File: config.mk
export PLATFORM = sky130hd
export DESIGN_NAME = sdd_queue
export DESIGN_NICKNAME = d
export VERILOG_FILES = /design/src/rtl/sdd_pkg.sv /design/src/rtl/sdd_queue.sv
export SDC_FILE = /design/constraint.sdc
export NUM_CORES = 1
export LEC_CHECK = 0
export ABC_AREA = 1
export BUFFER_PORTS_ARGS = -buffer_cell sky130_fd_sc_hd__buf_2
export CELL_PAD_IN_SITES_DETAIL_PLACEMENT = 2
export CELL_PAD_IN_SITES_GLOBAL_PLACEMENT = 2
export CORE_MARGIN = 2
export CORE_UTILIZATION = 31
export CTS_CLUSTER_DIAMETER = 60
export DETAILED_ROUTE_END_ITERATION = 8
export GPL_TIMING_DRIVEN = 0
export PLACE_DENSITY_LB_ADDON = 0.1
export SYNTH_ARGS = -nofsm -noshare
export SYNTH_HDL_FRONTEND = slang
export SYNTH_SLANG_ARGS = --single-unit
File: constraint.sdc
create_clock -name clk -period 1.07 [get_ports clk]
set_input_delay 0.107 -clock clk [delete_from_list [all_inputs] [get_ports clk]]
set_output_delay 0.107 -clock clk [all_outputs]
set_load 0.005 [all_outputs]
File: src/rtl/sdd_pkg.sv
// shared types, constants and register defaults of the shot dip detector
package sdd_pkg;

    // defaults for the top level parameters
    localparam int SPEED_BITS_DEF     = 16;
    localparam int COOLDOWN_TICKS_DEF = 2;

    // depth of the queue between front and back, a power of two
    localparam int QUEUE_DEPTH = 2;

    // configuration port geometry
    localparam int CFG_INDEX_W = 4;
    localparam int CFG_DATA_W  = 16;

    // register indexes
    typedef enum logic [CFG_INDEX_W-1:0] {
        CFG_RISE_COEFF    = 4'd0,
        CFG_FALL_COEFF    = 4'd1,
        CFG_ARM_DIP_MIN   = 4'd2,
        CFG_ARM_DIP_MAX   = 4'd3,
        CFG_SLOPE_MIN     = 4'd4,
        CFG_RECOVER_LEVEL = 4'd5,
        CFG_SPEED_MIN     = 4'd6,
        CFG_ARMED_TIMEOUT = 4'd7
    } cfg_index_t;

    // register reset values
    localparam logic [15:0] RISE_COEFF_RST    = 16'd44106;
    localparam logic [15:0] FALL_COEFF_RST    = 16'd9306;
    localparam logic [14:0] ARM_DIP_MIN_RST   = 15'd200;
    localparam logic [14:0] ARM_DIP_MAX_RST   = 15'd1200;
    localparam logic [14:0] SLOPE_MIN_RST     = 15'd80;
    localparam logic [14:0] RECOVER_LEVEL_RST = 15'd100;
    localparam logic [14:0] SPEED_MIN_RST     = 15'd4000;
    localparam logic [7:0]  ARMED_TIMEOUT_RST = 8'd14;

    // configuration register set
    typedef struct packed {
        logic [15:0] rise_coeff;
        logic [15:0] fall_coeff;
        logic [14:0] arm_dip_min;
        logic [14:0] arm_dip_max;
        logic [14:0] slope_min;
        logic [14:0] recover_level;
        logic [14:0] speed_min;
        logic [7:0]  armed_timeout;
    } cfg_t;

    // queue handshake between front and back
    typedef struct packed {
        logic full;
        logic empty;
    } queue_status_t;

endpackage

File: src/rtl/sdd_queue.sv
// short register queue between front and back
module sdd_queue #(
    parameter int WIDTH = 8,
    parameter int DEPTH = sdd_pkg::QUEUE_DEPTH
) (
    input  logic                  clk,
    input  logic                  rst_n,
    input  logic                  push,
    input  logic [WIDTH-1:0]      push_data,
    input  logic                  pop,
    output logic [WIDTH-1:0]      pop_data,
    output sdd_pkg::queue_status_t status
);
    localparam int AW   = (DEPTH > 1) ? $clog2(DEPTH) : 1;
    localparam int CNTW = $clog2(DEPTH + 1);

    logic [WIDTH-1:0] entry_reg [DEPTH];
    logic [AW-1:0]    wr_ptr_reg, wr_ptr_next;
    logic [AW-1:0]    rd_ptr_reg, rd_ptr_next;
    logic [CNTW-1:0]  count_reg, count_next;

    // status and head entry
    assign status.full  = (count_reg == CNTW'(DEPTH));
    assign status.empty = (count_reg == '0);
    assign pop_data     = entry_reg[rd_ptr_reg];

    // pointer and fill count update
    always_comb
    begin
        wr_ptr_next = wr_ptr_reg;
        rd_ptr_next = rd_ptr_reg;
        count_next  = count_reg;
        if (push)
        begin
            wr_ptr_next = wr_ptr_reg + 1'b1;
        end
        if (pop)
        begin
            rd_ptr_next = rd_ptr_reg + 1'b1;
        end
        if (push && !pop)
        begin
            count_next = count_reg + 1'b1;
        end
        else if (pop && !push)
        begin
            count_next = count_reg - 1'b1;
        end
    end

    always_ff @(posedge clk or negedge rst_n)
    begin
        if (!rst_n)
        begin
            wr_ptr_reg <= '0;
            rd_ptr_reg <= '0;
            count_reg  <= '0;
        end
        else
        begin
            wr_ptr_reg <= wr_ptr_next;
            rd_ptr_reg <= rd_ptr_next;
            count_reg  <= count_next;
        end
    end

    // entry storage
    always_ff @(posedge clk)
    begin
        if (push)
        begin
            entry_reg[wr_ptr_reg] <= push_data;
        end
    end

endmodule

==> results of run 1 <==
[synth_stat cells (all sizes together)]
| library cell | count | area share (%) |
|---|---|---|
| mux2 | 8 | 15 |
| xnor2 | 1 | 1.1 |
| ha | 1 | 1.5 |
| nand2 | 5 | 2.3 |
| buf | 1 | 1.4 |
| nor2 | 3 | 1.4 |
| nand3 | 1 | 0.61 |
| nand4 | 1 | 0.77 |
| inv | 7 | 3.2 |
| edfxtp | 16 | 59 |
| xor2 | 2 | 2.1 |
| dfrtp | 4 | 12 |
[metrics by stage]
stage / cells / utilization, % / cell area [µm²] / worst slack [ps]
after floorplan: 50 / - / 820.8 / 65.90
after global placement: 101 / 38.54 / 963.4 / -94.53
after detailed placement: 101 / 38.54 / 963.4 / -91.12
after CTS: 118 / 47.25 / 1181 / -329.6
after global routing: 119 / 48.00 / 1200 / -368.3
final: 119 / 48.00 / 1200 / -301.6
[how the worst min path moves through the flow]
stage          start  slack (ps)      endpoint
2_1_floorplan  rst_n        -190  count_reg[0]
3_3_place_gp   rst_n         -70    rd_ptr_reg
3_5_place_dp   rst_n         -80    rd_ptr_reg
4_1_cts         push          20    wr_ptr_reg
5_1_grt         push          50    wr_ptr_reg
6_report        push          40    wr_ptr_reg
[routing by layer]
| metal | part of all wire (%) | GRT usage, % |
|---|---|---|
| met5 | 0 | 0 |
| met4 | 0 | 4.181 |
| met3 | 3.4 | 2.810 |
| met2 | 60 | 21.94 |
| met1 | 37 | 12.65 |
[cell type report]
cell class | count | area, µm²
buffer | 1 | 11.26
tap | 30 | 37.54
inverter | 7 | 26.28
sequential | 20 | 583.1
multi-input combinational | 22 | 210.2
clock buffer | 3 | 22.52
timing repair buffer | 35 | 279.0
fill | 249 | 1300
clock inverter | 1 | 30.03
[timing repair]
| item | CTS | global route |
|---|---|---|
| setup endpoints to repair | 26 | 26 |
| hold endpoints to repair | 21 | 0 |
| gates resized for setup | 8 | 5 |
| pin swaps | 1 | 2 |
| hold buffers | 10 | 0 |
| setup buffers | 3 | 1 |
[power groups by stage]
| stage | clock (W) | combinational (W) | sequential [W] |
|---|---|---|---|
| global route | 0.000654 | 0.00119 | 0.00122 |
| global placement | 0 | 0.000807 | 0.00117 |
| finish | 0.000603 | 0.00110 | 0.00118 |
| floorplan | 0 | 0.000554 | 0.00115 |
| detailed placement | 0 | 0.000812 | 0.00118 |
| CTS | 0.000634 | 0.00106 | 0.00117 |
[cell families (layout without fill, tap and decap cells)]
logic type / after synthesis / after routing / synth area share, %
DFF: 20 / 20 / 70.95
and+or+nand+nor: 10 / 10 / 5.046
muxes: 8 / 8 / 14.68
buffers and inverters: 8 / 47 / 4.588
xor gates and xnor gates: 3 / 3 / 3.212
adders and majority gates: 1 / 1 / 1.529
==> summary.md, run 1 <==
| Metric | Value |
|---|---|
| Outcome | finished with violations |
| Violated checks | setup timing |
| Drt pass-1 iters | 2 |
| Final slew viol count | 0 |
| Drt total wl | 1605 µm |
| Hold Vio Cnt, Final | 0 |
| RSZ-0062 raised after global routing | true |
| First-pass GRT wire length | 2677 µm |
| DRC Markers | 0 |
| PD cells | 2402 nW/µm² |
| Worst path cell trace | buf_6, mux2_4, buf_6 |
| Mapped Cells | 50 |
| Final worst slack | -301.6 ps |
| Syn avg cell area | 16.37 µm² |
| Routed Antenna Nets | 0 |
| FMAX | 0.7291 GHz |
| Rows | 18 |
| Critical path class | flip-flop to output port |
| Largest stage delay, worst path | 390 ps |
| Clock Path Buffers | 2 |
| Crit path depth | 3 |
| Max VDD drop | 1474 µV |
| Final #Nets | 103 |
| FF-to-FF path depth | 1 |
| Worst path buffer plus inverter count | 2 |
| WP data arrival | 1260 ps |
| GPL Wtd Cong | 0.6002 |
| I/O pins | 22 |
| Worst-Skew Late Latency | 290 ps |
| WHS Path Cells | 2 |
| CTS clk-pin slew, worst paths | 110 ps |
| Psw | 0.0007545 W |
| Drt wl/cell | 13.49 µm |
| Delay-heaviest family, CP | flip-flops |
| Layout cells sized above 1 | 49.44% |
| Final critical-path share of the clock period | 128.2% |
| DR iter-0 viols | 1 |
| Register area share after synthesis | 70.95% |
| Fin crit period | 1372 ps |
| Initial antenna violation count | 0 |
| Dpl hpwl | 1010 µm |
| Worst hold path class | primary input to flip-flop |
| Pleak | 0.5308 nW |
| CP endpoint kind | output port |
| CP Capture Point | pop_data[3] |
| Comb pwr share | 38.0% |
| Worst Clk Skew | 4.968 ps |
| Worst path slowest cell | dfrtp_1 |
| Slew HR | 83.02% |
| Inserted Clock Buffers | 3 |
| Reg-to-reg slack, setup | 80 ps |
| Most frequent cells in the layout | edfxtp_1, buf_2, dlygate4sd3_1 |
| Die width | 55.38 µm |
| TritonCTS clock tree | done |
| Most used cell, CP | buf_6 |
| Clock network power share | 20.9% |
| CTS sink count | 20 |
| Sum Neg Setup Slack | -2382 ps |
| Crit. Startpoint | rd_ptr_reg |
| WHS | 38.18 ps |
| Sw Ratio | 26.18% |
| Via Count | 515 |
| Clock Root Buffer | clkbuf_4 |
| Critical Path Start Type | flip-flop |
| Worst EP required | 960 ps |
| Ant diodes | 0 |
| Synthesized flop and latch total | 20 |
| Worst slew pin tran | 254.1 ps |
| MaxCap Viol Count | 0 |
| Internal power | 0.002127 W |
| DIE AREA | 3066 µm² |
| Sequential share of power | 41.1% |
| Net Count, Synth | 63 |
| Final setup viols | 8 |
| Synthesis-to-layout area growth | 46.64% |
| Core area | 2500 µm² |
| Cell variety after synth | 12 |
| Max FFs per register | 16 |
| Largest net degree at the start of global routing | 13 |
| Commonest non-fill, non-tap cell in the layout | edfxtp_1 |
| GRT overflow | 0 |
| GRT Overall Usage | 11.72% |
| Initial core utilization | 32.73% |
| Synthesis warning total | 0 |
| Vias in the first global route | 541 |
| Vias per cell | 4.328 |
| Post-synth design cell area | 818.3 µm² |
| IO buf count | 21 |
| Crit Reg-Reg Startpoint | wr_ptr_reg |
| Htree depth | 1 |
| Height of the die | 55.38 µm |
| Total design power | 0.002882 W |
| R2r endpoint | entry_reg[0][1] |
| CP Max Fanout | 9 |
Power figures use the tool's default switching activity.
==> run 2: changes to the inputs <==
--- a/config.mk
+++ b/config.mk
@@ -10,11 +10,12 @@
 export CELL_PAD_IN_SITES_DETAIL_PLACEMENT = 2
 export CELL_PAD_IN_SITES_GLOBAL_PLACEMENT = 2
 export CORE_MARGIN = 2
-export CORE_UTILIZATION = 31
+export CORE_UTILIZATION = 34
 export CTS_CLUSTER_DIAMETER = 60
 export DETAILED_ROUTE_END_ITERATION = 8
 export GPL_TIMING_DRIVEN = 0
 export PLACE_DENSITY_LB_ADDON = 0.1
+export SKIP_LAST_GASP = 1
 export SYNTH_ARGS = -nofsm -noshare
 export SYNTH_HDL_FRONTEND = slang
 export SYNTH_SLANG_ARGS = --single-unit
==> constraint.sdc (replaced) <==
create_clock -name clk -period 1.5 [get_ports clk]
set_input_delay 0.15 -clock clk [delete_from_list [all_inputs] [get_ports clk]]
set_output_delay 0.15 -clock clk [all_outputs]
set_load 0.005 [all_outputs]
==> run 2 against run 1 <==
  * The flow now finishes without violations
  * Sequential power decreased by 30%
  * Wire length shrank 13%
  * Clock-buffer cell count unchanged
  * Critical path type unchanged
  * Worst setup slack gained 370 ps
==> summary.md, run 2 (synthesis results as in run 1) <==
| Metric | Value |
|---|---|
| Final worst slack | 69.56 ps |
| Hold Vio Cnt, Final | 0 |
| Ant diodes | 0 |
| Comb pwr share | 30.9% |
| Max VDD drop | 737.5 µV |
| Psw | 0.0004812 W |
| GRT Overall Usage | 11.74% |
| Final #Nets | 90 |
| Fin crit period | 1430 ps |
| Final slew viol count | 0 |
| Die width | 53.06 µm |
| CP endpoint kind | output port |
| GPL Wtd Cong | 0.7221 |
| Final setup viols | 0 |
| Htree depth | 1 |
| FMAX | 0.6991 GHz |
| Outcome | complete, no violations |
| Most frequent cells in the layout | buf_2, edfxtp_1, mux2_4 |
| Fin area | 1021 µm² |
| TritonCTS clock tree | done |
| Clock network power share | 23.5% |
| Internal power | 0.001340 W |
| CTS clk-pin slew, worst paths | 110 ps |
| PD cells | 1784 nW/µm² |
| Routed Antenna Nets | 0 |
| Drt total wl | 1400 µm |
| CP Max Fanout | 9 |
| Fin util | 45.28% |
| WHS | 35.33 ps |
| Clock Path Buffers | 2 |
| MaxCap Viol Count | 0 |
| Largest stage delay, worst path | 400 ps |
| Drt wl/cell | 13.46 µm |
| Dpl hpwl | 1138 µm |
| Final critical-path share of the clock period | 95.36% |
| Via Count | 453 |
| Pleak | 0.4631 nW |
| Sw Ratio | 26.42% |
| CTS sink count | 20 |
| Height of the die | 53.06 µm |
| Commonest non-fill, non-tap cell in the layout | buf_2 |
| Vias in the first global route | 488 |
| Worst-Skew Late Latency | 300 ps |
| WP data arrival | 1280 ps |
| Rows | 17 |
| Largest net degree at the start of global routing | 13 |
| RSZ-0062 raised after global routing | true |
| Worst path slowest cell | dfrtp_1 |
| Layout cells sized above 1 | 44.74% |
| IO buf count | 21 |
| DP Area | 958.4 µm² |
| DIE AREA | 2815 µm² |
| Critical Path Start Type | flip-flop |
| Core area | 2255 µm² |
| Worst slew pin tran | 663.3 ps |
| Sequential share of power | 45.5% |
| Worst EP required | 1350 ps |
| Worst hold path class | primary input to flip-flop |
| Total design power | 0.001822 W |
| GRT overflow | 0 |
| Max FFs per register | 16 |
| Post-CTS Setup Repair Bufs | 0 |
| Worst Clk Skew | 8.340 ps |
| Worst path cell trace | buf_6, mux2_4, buf_2 |
| Initial core utilization | 36.29% |
| Initial antenna violation count | 0 |
| Critical path class | flip-flop to output port |
| Fillers | 242 |
| I/O pins | 22 |
| Vias per cell | 4.356 |
| Clock Root Buffer | clkbuf_4 |
| DR iter-0 viols | 7 |
| Synthesis-to-layout area growth | 24.77% |
| Post-Place Worst Slack | 157.2 ps |
| Drt pass-1 iters | 2 |
| First-pass GRT wire length | 2221 µm |
| Inserted Clock Buffers | 3 |
| Slew HR | 55.62% |
| DRC Markers | 0 |
-- run 2: cell count changes in the layout (fill, tap and decap cells not counted), sizes merged --
cell	change
buf	-4
dlygate4sd3	-9
-- run 2: critical path, delay by kind of cell, from the launching register on --
kind     cells  cell delay [ps]
mux          1              300
buf+inv      2              280
flops        1              400
-- run 2: worst paths after layout --
path	start	to	slack [ps]	depth (start not counted)
setup / recovery	rd_ptr_reg	pop_data[3]	70	3
hold / removal	push_data[5]	entry_reg[1][5]	40	1
setup reg to reg	wr_ptr_reg	entry_reg[0][2]	190	1
hold reg to reg	wr_ptr_reg	wr_ptr_reg	510	1
max in group asynchronous	rst_n	wr_ptr_reg	1200	2
min in group asynchronous	rst_n	count_reg[0]	160	2
-- run 2: metrics by stage --
stage / instances / setup TNS, ps
2_1_floorplan: 50 / 0
3_3_place_gp: 99 / 0
3_5_place_dp: 99 / 0
4_1_cts: 104 / 0
5_1_grt: 104 / -1.271
6_report: 104 / 0
-- run 2: cell type report --
type / count / area (µm²) / share of cell area [%]
buffer: 1 / 11.26 / 1.103
timing repair buffer: 22 / 115.1 / 11.27
inverter: 7 / 26.28 / 2.574
sequential: 20 / 580.6 / 56.86
tap: 28 / 35.03 / 3.431
clock inverter: 1 / 30.03 / 2.941
multi-input combinational: 22 / 200.2 / 19.61
clock buffer: 3 / 22.52 / 2.206
-- run 2: power groups by stage --
stage          Combinational [W]  Sequential, W  Clock (W)
6_report                0.000564       0.000829   0.000429
5_1_grt                 0.000631       0.000845   0.000466
4_1_cts                 0.000586       0.000832   0.000447
3_5_place_dp            0.000583       0.000844          0
3_3_place_gp            0.000560       0.000829          0
2_1_floorplan           0.000393       0.000818          0
-- run 2: timing repair --
action                     4_1_cts  5_1_grt
setup endpoints to repair        0        1
hold endpoints to repair         4        0
resized for setup                0        0
hold buffers                     1        0
-- run 2: routing by layer --
layer / up-vias / part of all wire [%] / track usage (%)
met4: 0 / 0.64 / 5.128
met1: 210 / 40 / 12.55
met5: - / 0 / 0
met2: 16 / 52 / 21.04
met3: 2 / 6.8 / 3.672
li1: 225 / - / -
==> run 3: changes to the inputs <==
==> constraint.sdc (replaced) <==
create_clock -name clk -period 1.5 [get_ports clk]
set_input_delay 0.075 -clock clk [delete_from_list [all_inputs] [get_ports clk]]
set_output_delay 0.075 -clock clk [all_outputs]
set_load 0.005 [all_outputs]
==> run 3 against run 2 <==
  * Critical path depth did not move
  * Flip-flop and latch count did not move
  * Global-route usage rose by 0.54 points
  * First-iteration DRC count did not move
  * Clock power rose by 1%
  * Critical path type unchanged
  * Largest cell class unchanged
==> summary.md, run 3 (synthesis results as in run 1) <==
| Metric | Value |
|---|---|
| Outcome | complete, no violations |
| Die width | 53.06 µm |
| Worst hold path class | primary input to asynchronous set/reset pin |
| Height of the die | 53.06 µm |
| Critical Path Start Type | flip-flop |
| GRT overflow | 0 |
| Final slew viol count | 0 |
| I/O pins | 22 |
| Fin crit period | 1362 ps |
| Worst-Skew Late Latency | 300 ps |
| DIE AREA | 2815 µm² |
| RSZ-0062 raised after global routing | false |
| IO buf count | 21 |
| Worst EP required | 1420 ps |
| DRC Markers | 0 |
| Routed Antenna Nets | 0 |
| Fin area | 1121 µm² |
| CTS sink count | 20 |
| FMAX | 0.7341 GHz |
| Commonest non-fill, non-tap cell in the layout | buf_2 |
| Worst path buffer plus inverter count | 2 |
| Fillers | 232 |
| Rows | 17 |
| Clock Path Buffers | 2 |
| GRT Overall Usage | 12.29% |
| TritonCTS clock tree | done |
| Drt wl/cell | 12.96 µm |
| Layout cells sized above 1 | 39.53% |
| Sum Neg Setup Slack | 0 ps |
| Worst path slowest cell | dfrtp_1 |
| Initial core utilization | 36.29% |
| GPL Wtd Cong | 0.7221 |
| Critical path class | flip-flop to output port |
| PD cells | 1651 nW/µm² |
| Drt total wl | 1478 µm |
| First-pass GRT wire length | 2359 µm |
| Final critical-path share of the clock period | 90.81% |
| Delay-heaviest family, CP | flip-flops |
| Htree depth | 1 |
| Reg area | 580.6 µm² |
| DP Area | 958.4 µm² |
| Fin util | 49.72% |
| Worst slew pin tran | 659.8 ps |
| Via Count | 494 |
| CP endpoint kind | output port |
| Core area | 2255 µm² |
| Hold Vio Cnt, Final | 0 |
| Clock Root Buffer | clkbuf_4 |
| Vias per cell | 4.333 |
| Initial antenna violation count | 0 |
| Largest stage delay, worst path | 400 ps |
| MaxCap Viol Count | 0 |
| Max FFs per register | 16 |
| Largest net degree at the start of global routing | 13 |
| Max VDD drop | 822.4 µV |
| Multi-input gate area | 200.2 µm² |
| Slew HR | 55.85% |
| WP data arrival | 1290 ps |
| Worst path cell trace | buf_6, mux2_4, buf_2 |
| Most frequent cells in the layout | buf_2, edfxtp_1, dlygate4sd3_1 |
| Post-CTS resize count | 0 |
| Synthesis-to-layout area growth | 37.00% |
| DR iter-0 viols | 7 |
| Worst Clk Skew | 7.730 ps |
| Vias in the first global route | 523 |
| Final #Nets | 100 |
| Pleak | 0.5049 nW |
| Dpl hpwl | 1138 µm |
| CTS clk-pin slew, worst paths | 120 ps |
| Ant diodes | 0 |
| CP Max Fanout | 9 |
| Drt pass-1 iters | 2 |
| Final setup viols | 0 |
| Inserted Clock Buffers | 3 |
==> run 3: changes by cell type in the layout (fill, tap and decap cells not counted), sizes merged <==
cell	previous run	this run
dlygate4sd3	1	11
==> run 3: layout make-up <==
type / instances / share of cell area (%)
repair buffers: 32 / 19.20
clock buffers: 3 / 2.009
inverters: 7 / 2.344
well taps: 28 / 3.125
plain buffers: 1 / 1.004
flip-flops and latches: 20 / 51.79
multi-input cells: 22 / 17.86
clock inverters: 1 / 2.679
==> run 3: layer usage <==
metal	track usage, %	wire length, µm	vias up
met5	0	0	-
met4	5.128	9	0
met3	3.672	85	2
met2	21.25	738	16
met1	14.02	645	229
li1	-	-	247
==> run 3: timing repair <==
| action | in CTS | in global routing |
|---|---|---|
| hold buffers | 11 | 0 |
| buffers inserted | 0 | 0 |
| hold endpoints to repair | 22 | 0 |
==> run 3: worst paths after layout <==
kind / start / to / slack, ps / cells after the start
setup / recovery: rd_ptr_reg / pop_data[3] / 140 / 3
hold / removal: rst_n / count_reg[0] / 90 / 2
setup reg to reg: wr_ptr_reg / entry_reg[0][2] / 190 / 1
hold reg to reg: wr_ptr_reg / wr_ptr_reg / 510 / 1
max in group asynchronous: rst_n / wr_ptr_reg / 1280 / 2
min in group clk: push_data[5] / entry_reg[1][5] / 490 / 2
==> run 3: power breakdown <==
group	switching, W	total (W)	internal [W]
Clock	0.000165	0.000435	0.000270
Combinational	0.000252	0.000585	0.000333
Sequential	0.0000754	0.000830	0.000754
==> run 3: stage by stage <==
| step | total power (W) | setup slack, ps | hold WS, ps | cells |
|---|---|---|---|---|
| finish | 0.001851 | 137.8 | 85.67 | 114 |
| global route | 0.001964 | 71.46 | 90.58 | 114 |
| CTS | 0.001885 | 109.7 | 76.93 | 114 |
| detailed placement | 0.001427 | 157.2 | -108.0 | 99 |
| global placement | 0.001389 | 170.6 | -107.7 | 99 |
| floorplan | 0.001211 | 356.2 | -220.6 | 50 |
