===== src/rtl/sdd_pkg.sv =====
// shared types, constants and register defaults of the shot dip detector
package sdd_pkg;

    // defaults for the top level parameters
    localparam int SPEED_BITS_DEF     = 16;
    localparam int COOLDOWN_TICKS_DEF = 2;

    // depth of the queue between front and back, a power of two
    localparam int QUEUE_DEPTH = 2;

    // configuration port geometry
    localparam int CFG_INDEX_W = 4;
    localparam int CFG_DATA_W  = 16;

    // register indexes
    typedef enum logic [CFG_INDEX_W-1:0] {
        CFG_RISE_COEFF    = 4'd0,
        CFG_FALL_COEFF    = 4'd1,
        CFG_ARM_DIP_MIN   = 4'd2,
        CFG_ARM_DIP_MAX   = 4'd3,
        CFG_SLOPE_MIN     = 4'd4,
        CFG_RECOVER_LEVEL = 4'd5,
        CFG_SPEED_MIN     = 4'd6,
        CFG_ARMED_TIMEOUT = 4'd7
    } cfg_index_t;

    // register reset values
    localparam logic [15:0] RISE_COEFF_RST    = 16'd44106;
    localparam logic [15:0] FALL_COEFF_RST    = 16'd9306;
    localparam logic [14:0] ARM_DIP_MIN_RST   = 15'd200;
    localparam logic [14:0] ARM_DIP_MAX_RST   = 15'd1200;
    localparam logic [14:0] SLOPE_MIN_RST     = 15'd80;
    localparam logic [14:0] RECOVER_LEVEL_RST = 15'd100;
    localparam logic [14:0] SPEED_MIN_RST     = 15'd4000;
    localparam logic [7:0]  ARMED_TIMEOUT_RST = 8'd14;

    // configuration register set
    typedef struct packed {
        logic [15:0] rise_coeff;
        logic [15:0] fall_coeff;
        logic [14:0] arm_dip_min;
        logic [14:0] arm_dip_max;
        logic [14:0] slope_min;
        logic [14:0] recover_level;
        logic [14:0] speed_min;
        logic [7:0]  armed_timeout;
    } cfg_t;

    // queue handshake between front and back
    typedef struct packed {
        logic full;
        logic empty;
    } queue_status_t;

endpackage


===== src/rtl/sdd_out_if.sv =====
// result channel: shot flag and running shot count
interface sdd_out_if;
    logic        valid;
    logic        ready;
    logic        shot_detected;
    logic [15:0] shot_total;

    modport source (output valid, output shot_detected, output shot_total, input ready);
    modport sink   (input valid, input shot_detected, input shot_total, output ready);
endinterface


===== src/rtl/sdd_back.sv =====
// back: arm, track deepest dip, count shots, output register
module sdd_back #(
    parameter int SPEED_BITS     = sdd_pkg::SPEED_BITS_DEF,
    parameter int COOLDOWN_TICKS = sdd_pkg::COOLDOWN_TICKS_DEF
) (
    input  logic                  clk,
    input  logic                  rst_n,
    input  sdd_pkg::cfg_t         cfg,
    input  sdd_pkg::queue_status_t status,
    input  logic [3*SPEED_BITS+20:0] pop_data,
    output logic                  pop,
    sdd_out_if.source             results
);
    localparam int V2_W = SPEED_BITS + 1;
    localparam int BW   = SPEED_BITS + 16;
    localparam int DW   = BW + 1;
    localparam int SL_W = SPEED_BITS + 2;
    localparam int CW   = (DW > 32) ? DW : 32;
    localparam int SCW  = (SL_W > 17) ? SL_W : 17;
    localparam int VCW  = (V2_W > 16) ? V2_W : 16;

    logic                   first;
    logic [V2_W-1:0]        v2;
    logic signed [SL_W-1:0] slope2;
    logic signed [DW-1:0]   dip;

    logic                   armed_reg, armed_next;
    logic [BW-1:0]          deep_reg, deep_next;
    logic [1:0]             cool_reg, cool_next;
    logic [7:0]             ticks_reg, ticks_next;
    logic [15:0]            count_reg, count_next;
    logic                   out_valid_reg, out_valid_next;
    logic                   shot_reg, shot_next;
    logic [15:0]            total_reg, total_next;

    logic signed [CW-1:0]   dip_x, min_x, max_x, rec_x;
    logic signed [SCW-1:0]  slope_x, slope_thr;
    logic [VCW-1:0]         v2_x, speed_thr;
    logic                   arm_ok;
    logic [BW-1:0]          deep_upd;
    logic [DW:0]            deep3;
    logic                   recovered;
    logic [7:0]             ticks_inc;

    // unpack queue entry
    assign {first, v2, slope2, dip} = pop_data;

    // take the head entry when the output register is free or draining
    assign pop = !status.empty && (!out_valid_reg || results.ready);

    // arming and recovery compares
    always_comb
    begin
        dip_x     = $signed({{(CW - DW){dip[DW-1]}}, dip});
        min_x     = $signed({{(CW - 31){1'b0}}, cfg.arm_dip_min, 16'd0});
        max_x     = $signed({{(CW - 31){1'b0}}, cfg.arm_dip_max, 16'd0});
        rec_x     = $signed({{(CW - 31){1'b0}}, cfg.recover_level, 16'd0});
        slope_x   = $signed({{(SCW - SL_W){slope2[SL_W-1]}}, slope2});
        slope_thr = $signed({{(SCW - 16){1'b0}}, cfg.slope_min, 1'b0});
        v2_x      = {{(VCW - V2_W){1'b0}}, v2};
        speed_thr = {{(VCW - 16){1'b0}}, cfg.speed_min, 1'b0};
        arm_ok    = (dip_x > min_x) && (dip_x < max_x) &&
                    (slope_x > slope_thr) && (v2_x > speed_thr);

        deep_upd  = (dip > $signed({1'b0, deep_reg})) ? dip[BW-1:0] : deep_reg;
        deep3     = {2'b00, deep_upd} + {1'b0, deep_upd, 1'b0};
        recovered = ($signed({dip, 2'b00}) < $signed({1'b0, deep3})) ||
                    (dip_x < rec_x);
        ticks_inc = (ticks_reg != 8'hFF) ? (ticks_reg + 8'd1) : ticks_reg;
    end

    // detector state and result
    always_comb
    begin
        armed_next     = armed_reg;
        deep_next      = deep_reg;
        cool_next      = cool_reg;
        ticks_next     = ticks_reg;
        count_next     = count_reg;
        out_valid_next = out_valid_reg;
        shot_next      = shot_reg;
        total_next     = total_reg;
        if (results.ready)
        begin
            out_valid_next = 1'b0;
        end
        if (pop)
        begin
            out_valid_next = 1'b1;
            shot_next      = 1'b0;
            if (first)
            begin
                deep_next = '0;
                cool_next = '0;
            end
            else if (cool_reg != 2'd0)
            begin
                cool_next  = cool_reg - 2'd1;
                armed_next = 1'b0;
            end
            else if (!armed_reg)
            begin
                if (arm_ok)
                begin
                    armed_next = 1'b1;
                    deep_next  = dip[BW-1:0];
                    ticks_next = '0;
                end
            end
            else
            begin
                ticks_next = ticks_inc;
                deep_next  = deep_upd;
                if (recovered)
                begin
                    armed_next = 1'b0;
                    count_next = count_reg + 16'd1;
                    cool_next  = 2'(COOLDOWN_TICKS);
                    deep_next  = '0;
                    shot_next  = 1'b1;
                end
                else if (ticks_inc >= cfg.armed_timeout)
                begin
                    armed_next = 1'b0;
                    deep_next  = '0;
                end
            end
            total_next = count_next;
        end
    end

    assign results.valid         = out_valid_reg;
    assign results.shot_detected = shot_reg;
    assign results.shot_total    = total_reg;

    always_ff @(posedge clk or negedge rst_n)
    begin
        if (!rst_n)
        begin
            armed_reg     <= 1'b0;
            deep_reg      <= '0;
            cool_reg      <= '0;
            ticks_reg     <= '0;
            count_reg     <= '0;
            out_valid_reg <= 1'b0;
        end
        else
        begin
            armed_reg     <= armed_next;
            deep_reg      <= deep_next;
            cool_reg      <= cool_next;
            ticks_reg     <= ticks_next;
            count_reg     <= count_next;
            out_valid_reg <= out_valid_next;
        end
    end

    // result payload
    always_ff @(posedge clk)
    begin
        shot_reg  <= shot_next;
        total_reg <= total_next;
    end

endmodule


===== src/flat_wrapper.sv =====
// flat-port wrapper written by rule: the top's interface ports become plain ports
module sdd_back_flat 
#(
    parameter int SPEED_BITS     = sdd_pkg::SPEED_BITS_DEF,
    parameter int COOLDOWN_TICKS = sdd_pkg::COOLDOWN_TICKS_DEF
)
  (clk, rst_n, cfg, status, pop_data, pop, results_valid, results_shot_detected, results_shot_total, results_ready);
  sdd_out_if results_i ();
  input  logic clk;
  input  logic rst_n;
  input  sdd_pkg::cfg_t cfg;
  input  sdd_pkg::queue_status_t status;
  input  logic [3*SPEED_BITS+20:0] pop_data;
  output logic pop;
  output wire logic [$bits(results_i.valid)-1:0] results_valid;
  output wire logic [$bits(results_i.shot_detected)-1:0] results_shot_detected;
  output wire logic [$bits(results_i.shot_total)-1:0] results_shot_total;
  input wire logic [$bits(results_i.ready)-1:0] results_ready;
  assign results_valid = results_i.valid;
  assign results_shot_detected = results_i.shot_detected;
  assign results_shot_total = results_i.shot_total;
  assign results_i.ready = results_ready;
  sdd_back #(.SPEED_BITS(SPEED_BITS), .COOLDOWN_TICKS(COOLDOWN_TICKS)) u_core (.clk(clk), .rst_n(rst_n), .cfg(cfg), .status(status), .pop_data(pop_data), .pop(pop), .results(results_i));
endmodule

===== config.mk =====
export PLATFORM = sky130hd
export DESIGN_NAME = sdd_back_flat
export DESIGN_NICKNAME = d
export VERILOG_FILES = /design/src/rtl/sdd_pkg.sv /design/src/rtl/sdd_out_if.sv /design/src/rtl/sdd_back.sv /design/src/flat_wrapper.sv
export SDC_FILE = /design/constraint.sdc
export NUM_CORES = 1
export LEC_CHECK = 0
export ABC_AREA = 0
export BUFFER_PORTS_ARGS = -buffer_cell sky130_fd_sc_hd__buf_2
export CAP_MARGIN = 40
export CORE_MARGIN = 2
export CORE_UTILIZATION = 35
export CTS_CLUSTER_DIAMETER = 200
export DETAILED_ROUTE_END_ITERATION = 8
export GPL_TIMING_DRIVEN = 0
export PLACE_DENSITY_LB_ADDON = 0.25
export SYNTH_ARGS = -nofsm -noshare
export SYNTH_HDL_FRONTEND = slang
export SYNTH_SLANG_ARGS = --single-unit

===== constraint.sdc =====
create_clock -name clk -period 7.25 [get_ports clk]
set_input_delay 0.725 -clock clk [delete_from_list [all_inputs] [get_ports clk]]
set_output_delay 0.725 -clock clk [all_outputs]
set_load 0.02 [all_outputs]

==> results of run 1 <==
layer usage:
| layer | global-route usage, % | share of wire, % |
|---|---|---|
| met1 | 26.08 | 46 |
| met2 | 33.43 | 47 |
| met3 | 2.838 | 4.7 |
| met4 | 8.142 | 3.0 |
| met5 | 0 | 0 |
cells in the final DEF, fill, tap and decap left out, types with 5 or more instances in the layout:
cell / instances
buf_2: 164
ha_1: 146
inv_1: 137
buf_4: 65
nand2_1: 60
dfrtp_1: 60
a21oi_1: 54
nor2_1: 47
nand3_1: 45
xnor2_1: 45
a21o_1: 37
o21ai_0: 34
nand4_1: 33
a22o_1: 33
mux2_2: 30
ha_4: 30
edfxtp_1: 17
xor2_1: 16
clkbuf_16: 14
nand2b_1: 12
and3_1: 11
nor2b_1: 10
o21a_1: 8
a211oi_1: 8
buf_8: 8
nor3_1: 7
a21oi_2: 6
buf_6: 6
o31ai_1: 6
nor4_1: 6
ha_2: 6
o21bai_1: 5
clkbuf_1: 5
clkbuf_4: 5
worst max-delay path by stage:
stage                 start                         endpoint  slack, ns  cells after the start
3_3_place_gp   pop_data[31]   u_core.deep_reg[5]$_DFFE_PN0P_      -1.67                     30
5_1_grt        pop_data[18]  u_core.deep_reg[14]$_DFFE_PN0P_      -0.48                     33
2_1_floorplan  pop_data[31]  u_core.deep_reg[10]$_DFFE_PN0P_       0.01                     29
4_1_cts         pop_data[7]  u_core.deep_reg[31]$_DFFE_PN0P_      0.004                     33
3_5_place_dp   pop_data[31]   u_core.deep_reg[5]$_DFFE_PN0P_      -1.69                     30
6_report       pop_data[22]  u_core.deep_reg[25]$_DFFE_PN0P_      -0.35                     48
stage by stage:
step,power [mW],cell area [µm²],TNS [ns]
after floorplan,1.410,9067,0
after global placement,1.697,10350,-95.00
after detailed placement,1.721,10350,-95.90
after CTS,2.293,11300,0
after global routing,2.630,12000,-22.48
final,2.425,12000,-14.75
power by group:
part,switching [mW],internal [mW]
sequential,0.0588,0.511
clock,0.202,0.273
combinational,0.735,0.645
critical path: cells and delay by family:
family	cells	cell delay, ns
buffers and inverters	38	4.96
AOI/OAI and AO/OA	8	1.70
adders and majority gates	1	0.26
and+or+nand+nor	1	0.23
logic make-up after synthesis:
| group | after synthesis | share of synthesized area [%] |
|---|---|---|
| AOI/OAI and AO/OA | 254 | 20.01 |
| xor gates and xnor gates | 61 | 5.908 |
| adders and majority gates | 183 | 25.40 |
| buffers and inverters | 156 | 6.890 |
| DFF | 77 | 22.25 |
| muxes | 34 | 4.206 |
| and+or+nand+nor | 269 | 15.34 |
repair_timing:
item / in CTS / in global routing
setup buffers: 49 / 16
hold buffers: 0 / 0
pin swaps: 21 / 35
cloned: 1 / 3
setup endpoints to repair: 68 / 68
gates resized for setup: 47 / 92
final cells by class:
| class | instances | share of cell area (%) |
|---|---|---|
| multi-input cells | 801 | 58.80 |
| plain buffers | 18 | 1.803 |
| flip-flops and latches | 77 | 16.76 |
| clock inverters | 7 | 0.6775 |
| inverters | 138 | 4.315 |
| repair buffers | 242 | 12.33 |
| well taps | 330 | 3.440 |
| clock buffers | 9 | 1.876 |
==> flow_summary.ini, run 1 <==
[clocking]
clk_path_buf_depth = 2
clkTransAtPathRegs_ns = 0.06
cts_buffers = 9
clock_sinks = 77
clock_latency_ns = 0.35
htreeDepth = 3
tritoncts = done
cts_root_buf = clkbuf_16

[routing]
firstDrtPassIters = 5
postRouteAntennaNets = 0
vias = 8567
drc_errors = 0
viasPerCell = 5.282
drtIter0Drc = 410
routed_wl_mm = 27.94
wire_per_inst_um = 17.22

[setup_path]
slowest_delay_ns = 0.40
crit_required_ns = 7.54
cp_max_fo = 7
r2r-end = u_core.deep_reg[25]$_DFFE_PN0P_
r2r_start = u_core.deep_reg[22]$_DFFE_PN0P_
slowest_stage = o41ai_4
rrSetupSlack_ns = -0.26
crit_path_end_kind = flip-flop
reg2regPathDepth = 48
worstPathArrival_ns = 7.89
path_class = input port to flip-flop
cp_common_cell = buf_4
start_kind = input port

[place]
portBuffers = 173
gp_congestion = 0.8850
hpwl_mm = 20.84
dp_slack_ns = -1.692
dpl.cell_count = 1537

[final_layout]
stdcell_count = 1622
n_fill_cell = 2390
num_antenna_cells = 0
synthToLayoutAreaGrowth_pct = 32.73
drive_above_1_share_pct = 30.19
final-seq-area_mm2 = 0.002012
multiInputGateArea_mm2 = 0.007058
nets = 1659
largest_register_ffs = 32
post-route-util_pct = 47.53

[synthesis]
async_reset_ff_share_pct = 77.92
yosys.area.top_type = ha_1
synth_edf_count = 17
ys.flop_type = dfrtp_1
synth_top_area_share_pct = 25.18
ys_warn_count = 0
synth-seq-cells = 77
syn_area_per_cell_um2 = 8.746
synth.distinct_cells = 66
synth_fp_nets = 1406
yosys-top-cells-count = ha_1, inv_1, nand2_1, a21oi_1, dfrtp_1
post_synth_instance_area_mm2 = 0.009044
synth.most_common_cell = ha_1
synth_area_leaders = ha_1, dfrtp_1, inv_1
yosysSeqAreaShare_pct = 22.25
syn_inst = 1034

[floorplanning]
die_w_um = 164.7
dieArea_mm2 = 0.02714
die_y_um = 164.7
coreArea_mm2 = 0.02525
rows = 58
start_util_pct = 35.81
ios = 208

[timing]
holdWs_ns = 0.4722
fin_crit_ns = 7.601
fin_ws_ns = -0.3508
hold_violations = 0
setup_viol = 66
rsz0062_at_grt = true
fmax_mhz = 131.6
fin_crit_sh_pct = 104.8
worst_pin_slew_ns = 0.8220
fin_skew_ns = 0.005986
final_max_slew_viol_count = 0
slew_headroom_pct = 45.20

[run_status]
status = finished, violations left
violations = setup timing

[global_route]
grt_pass1_vias = 8449
grtUsageTotal_pct = 20.05
antenna_found_initial = 0
grt_max_degree = 61
overflow = 0
grt_first_pass_wirelength_mm = 42.44

[flow_run]
cap_violations = 0

[power_and_ir_drop]
p_leak_nw = 5.830
power.density_mw_per_mm2 = 202.0
ir_drop_mv = 0.1334

[worst_hold_path]
min_path_type = input port to async pin
No activity file was read; power rests on OpenSTA's default activity.
==> run 2, diff against run 1 <==
Settings changed: REMOVE_ABC_BUFFERS set to 1.
==> run 2 against run 1 <==
Net effect:
- the run still ends with setup timing left
- clock skew rose by 0.0013 ns
- largest power group unchanged
- total power shrank 1.7%
- highest routed layer unchanged
- critical path depth fell by 16
- clock power shrank 4%
- via count is 3.0% lower
- final cell count down 2.7%
- sequential share of layout area rose by 0.36 points
- die area did not move
- sequential power is 0.7% higher
- combinational power about the same
==> flow_summary.ini, run 2 (synthesis results as in run 1) <==
[timing]
rsz0062_at_grt = true
slew_headroom_pct = 35.07
worst_pin_slew_ns = 0.9650
holdWs_ns = 0.4455
fin_crit_sh_pct = 100.1
fin_ws_ns = -0.005267
setup_tns_ns = -0.005267
fmax_mhz = 137.8
fin_skew_ns = 0.007312
final_max_slew_viol_count = 0
setup_viol = 1
hold_violations = 0
fin_crit_ns = 7.255

[global_route]
antenna_found_initial = 0
grt_max_degree = 61
grt_first_pass_wirelength_mm = 40.63
grtUsageTotal_pct = 19.01
grt_pass1_vias = 8019
overflow = 0

[worst_hold_path]
min_path_type = input port to async pin

[setup_path]
worstPathArrival_ns = 7.35
path_class = input port to flip-flop
start_kind = input port
reg2regPathDepth = 32
cp_max_fo = 5
path_depth = 32
crit_required_ns = 7.35
crit_path_end_kind = flip-flop
cpLargestDelayFamily = simple AND/OR/NAND/NOR gates
path_buf_inv = 6
slowest_stage = or4_4
slowest_delay_ns = 0.52

[final_layout]
layout_commonest_cell = buf_2
final_cell_mix = buf_2, ha_1, inv_1
synthToLayoutAreaGrowth_pct = 29.94
drive_above_1_share_pct = 27.94
n_fill_cell = 2471
stdcell_count = 1579
multiInputGateArea_mm2 = 0.007074
num_antenna_cells = 0
largest_register_ffs = 32
final-seq-area_mm2 = 0.002012
nets = 1616

[run_status]
violations = setup timing
status = finished, violations left

[floorplanning]
coreArea_mm2 = 0.02525
start_util_pct = 35.81
ios = 208
die_y_um = 164.7
rows = 58
die_w_um = 164.7
dieArea_mm2 = 0.02714

[clocking]
htreeDepth = 3
tritoncts = done
clkTransAtPathRegs_ns = 0.06
clock_sinks = 77
cts_root_buf = clkbuf_16
clock_latency_ns = 0.35
cts_buffers = 9
clk_path_buf_depth = 2
holdBufCountCts = 0

[power_and_ir_drop]
comb_power_share_pct = 56.8
seqPwrFrac_pct = 24.1
switching_power_mw = 0.9672
pwr-share-clk_pct = 19.2
p_leak_nw = 5.713
p_int_mw = 1.417
swShare_pct = 40.56
power.density_mw_per_mm2 = 202.9
ir_drop_mv = 0.1731

[routing]
viasPerCell = 5.262
routed_wl_mm = 26.18
postRouteAntennaNets = 0
drtIter0Drc = 501
wire_per_inst_um = 16.58
vias = 8309
drc_errors = 0
firstDrtPassIters = 5

[flow_run]
cap_violations = 0

[place]
dp_slack_ns = -1.858
hpwl_mm = 20.43
dpl.cell_count = 1527
gp_congestion = 0.9033
portBuffers = 174
## run 2: changes by cell type in the layout (fill, tap and decap cells not counted), sizes merged
cell,change
inv,-3
clkinvlp,+1
buf,-33
bufbuf,+2
clkinv,+2
a21o,+1
clkbuf,-13
## run 2: power groups by stage
stage	clock network, mW	logic, mW	registers (mW)
floorplan	0	0.826	0.572
global placement	0	1.10	0.577
detailed placement	0	1.14	0.579
CTS	0.470	1.24	0.572
global route	0.487	1.52	0.585
finish	0.457	1.35	0.574
## run 2: cell type report
cell class	count	area share [%]
flip-flops and latches	77	17.12
multi-input cells	802	60.20
clock inverters	7	0.6282
clock buffers	9	1.917
well taps	330	3.514
repair buffers	216	12.21
inverters	138	4.408
## run 2: final timing paths
kind	start	to	slack, ns
min reg2reg	u_core.count_reg[15]$_DFFE_PN0P_	u_core.count_reg[15]$_DFFE_PN0P_	0.49
min	rst_n	u_core.ticks_reg[2]$_DFFE_PN0P_	0.45
max in group asynchronous	rst_n	u_core.deep_reg[27]$_DFFE_PN0P_	6.23
min in group clk	u_core.count_reg[15]$_DFFE_PN0P_	u_core.count_reg[15]$_DFFE_PN0P_	0.49
max reg2reg	u_core.deep_reg[16]$_DFFE_PN0P_	u_core.results.shot_total[1]$_DFFE_PP_	0.01
max	pop_data[15]	u_core.results.shot_total[1]$_DFFE_PP_	-0.005
## run 2: repair_timing
item                                   CTS  global route
setup buffers                           19            13
gates resized for setup                 44            98
pin swaps                               22            55
setup endpoints to repair               68            68
gates cloned                             3             1
endpoints found under the hold margin    0             0
## run 2: per-stage QoR
stage / instance area (µm²) / total power, mW / utilization (%)
floorplan: 8939 / 1.398 / -
global placement: 10220 / 1.682 / 40.48
detailed placement: 10340 / 1.716 / 40.93
CTS: 11150 / 2.285 / 44.13
global route: 11750 / 2.593 / 46.53
finish: 11750 / 2.384 / 46.53
## run 2: per-layer routing
metal,vias to the layer above,routed length (µm),track usage (%)
met5,-,0,0
met4,0,708,6.759
met3,48,992,2.612
met2,191,12120,31.06
met1,3860,12370,25.66
li1,4210,-,-
## run 2: worst register-to-register path: cells and delay by family (launching register included)
kind                     cells  cell delay (ns)
AO/OA/AOI/OAI               11             2.10
XOR/XNOR                     1             0.14
adder cells (fa/ha/maj)      4             1.16
buffers and inverters        6             0.79
flip-flops                   1             0.39
multiplexers                 1             0.33
AND/OR/NAND/NOR              9             2.08
==> run 3, diff against run 2 <==
Settings changed: MAX_ROUTING_LAYER set to met4.
==> run 3 against run 2 <==
Net effect:
- the flow still finishes with violations (setup timing)
- clock-buffer cell count unchanged
- critical path type unchanged
- non-clock buffer count unchanged
- utilization unchanged
- largest power group unchanged
- via count decreased by 0.12%
- highest routed layer unchanged
==> flow_summary.ini, run 3 (synthesis results as in run 1) <==
[run_status]
status = finished, violations left
violations = setup timing

[timing]
fin_crit_ns = 7.267
final_max_slew_viol_count = 0
fin_crit_sh_pct = 100.2
holdWs_ns = 0.4448
fin_skew_ns = 0.006339
hold_violations = 0
fmax_mhz = 137.6
setup_viol = 1
slew_headroom_pct = 35.07
rsz0062_at_grt = true
worst_pin_slew_ns = 0.9651
fin_ws_ns = -0.01662

[flow_run]
cap_violations = 0

[power_and_ir_drop]
power.density_mw_per_mm2 = 203.1
p_leak_nw = 5.713
ir_drop_mv = 0.1744

[setup_path]
worstPathArrival_ns = 7.36
path_class = input port to flip-flop
rrSetupSlack_ns = -0.01
reg2regPathDepth = 32
crit_path_end_kind = flip-flop
slowest_stage = or4_4
crit_required_ns = 7.35
worstSetupStartpoint = pop_data[15]
slowest_delay_ns = 0.52
cp-endpoint = u_core.results.shot_total[1]$_DFFE_PP_
r2r_start = u_core.deep_reg[16]$_DFFE_PN0P_
r2r-end = u_core.results.shot_total[1]$_DFFE_PP_
start_kind = input port
cp_max_fo = 5

[floorplanning]
ios = 208
dieArea_mm2 = 0.02714
coreArea_mm2 = 0.02525
die_y_um = 164.7
die_w_um = 164.7
start_util_pct = 35.81
rows = 58

[final_layout]
multiInputGateArea_mm2 = 0.007074
n_fill_cell = 2471
stdcell_count = 1579
nets = 1616
final-seq-area_mm2 = 0.002012
drive_above_1_share_pct = 27.94
largest_register_ffs = 32
layout_commonest_cell = buf_2
final_cell_mix = buf_2, ha_1, inv_1
synthToLayoutAreaGrowth_pct = 29.94
num_antenna_cells = 0

[place]
gp_congestion = 0.9188
dpl.cell_count = 1527
hpwl_mm = 20.43
portBuffers = 174

[routing]
postRouteAntennaNets = 0
drtIter0Drc = 498
viasPerCell = 5.256
drc_errors = 0
firstDrtPassIters = 4
wire_per_inst_um = 16.61
vias = 8299
routed_wl_mm = 26.23

[clocking]
cts_root_buf = clkbuf_16
holdBufCountCts = 0
clk_path_buf_depth = 2
cts_buffers = 9
tritoncts = done
clkTransAtPathRegs_ns = 0.06
clock_sinks = 77
clock_latency_ns = 0.35
htreeDepth = 3

[global_route]
grt_pass1_vias = 8028
grtUsageTotal_pct = 19.52
grt_first_pass_wirelength_mm = 40.57
antenna_found_initial = 0
overflow = 0
grt_max_degree = 61

[worst_hold_path]
min_path_type = input port to async pin
run 3: cell type report:
class,count,share of cell area [%]
Inverter,138,4.408
Multi-Input combinational cell,802,60.20
Clock buffer,9,1.917
Sequential cell,77,17.12
Timing Repair Buffer,216,12.21
Clock inverter,7,0.6282
Tap cell,330,3.514
run 3: per-layer routing:
layer  global-route usage, %  vias up  wire length [µm]  part of all wire (%)
li1                        -     4211                 -                     -
met4                   7.115        0               742                   2.8
met5                       -        -                 0                     0
met3                   2.562       51               979                   3.7
met2                   30.89      176             12100                    46
met1                   25.57     3861             12410                    47
run 3: how the worst min path moves through the flow:
stage	start	to	slack [ns]	cells past startpoint
after global routing	u_core.count_reg[15]$_DFFE_PN0P_	u_core.count_reg[15]$_DFFE_PN0P_	0.50	1
final	rst_n	u_core.ticks_reg[4]$_DFFE_PN0P_	0.44	1
after global placement	u_core.count_reg[15]$_DFFE_PN0P_	u_core.count_reg[15]$_DFFE_PN0P_	0.48	1
after floorplan	rst_n	u_core.armed_reg$_DFFE_PN0P_	0.43	0
after CTS	u_core.count_reg[15]$_DFFE_PN0P_	u_core.count_reg[15]$_DFFE_PN0P_	0.49	1
after detailed placement	u_core.count_reg[15]$_DFFE_PN0P_	u_core.count_reg[15]$_DFFE_PN0P_	0.49	1
run 3: what timing repair did:
| action | in CTS | in global routing |
|---|---|---|
| buffers inserted | 19 | 13 |
| pin swaps | 22 | 55 |
| gates cloned | 3 | 1 |
| setup endpoints to repair | 68 | 68 |
| gates resized for setup | 44 | 98 |
run 3: stage by stage:
| step | instance area [µm²] | setup TNS (ns) | power, mW | utilization, % | setup WS (ns) |
|---|---|---|---|---|---|
| 2_1_floorplan | 8939 | -87.15 | 1.398 | - | -1.812 |
| 3_3_place_gp | 10220 | -256.27 | 1.682 | 40.48 | -4.621 |
| 3_5_place_dp | 10340 | -92.82 | 1.716 | 40.93 | -1.858 |
| 4_1_cts | 11150 | 0 | 2.285 | 44.13 | 0.004173 |
| 5_1_grt | 11750 | -9.203 | 2.593 | 46.53 | -0.2630 |
| 6_report | 11750 | -0.01662 | 2.386 | 46.53 | -0.01662 |
run 3: where the power goes:
part,internal [mW],switching (mW)
sequential,0.511,0.0626
combinational,0.638,0.715
clock,0.268,0.192
total,1.42,0.969
run 3: critical path: cells and delay by family:
| kind | cells | cell delay, ns |
|---|---|---|
| buffers and inverters | 6 | 0.81 |
| AOI/OAI and AO/OA | 11 | 2.08 |
| adders and majority gates | 4 | 1.15 |
| and+or+nand+nor | 9 | 2.11 |
| muxes | 1 | 0.33 |
| xor gates and xnor gates | 1 | 0.14 |
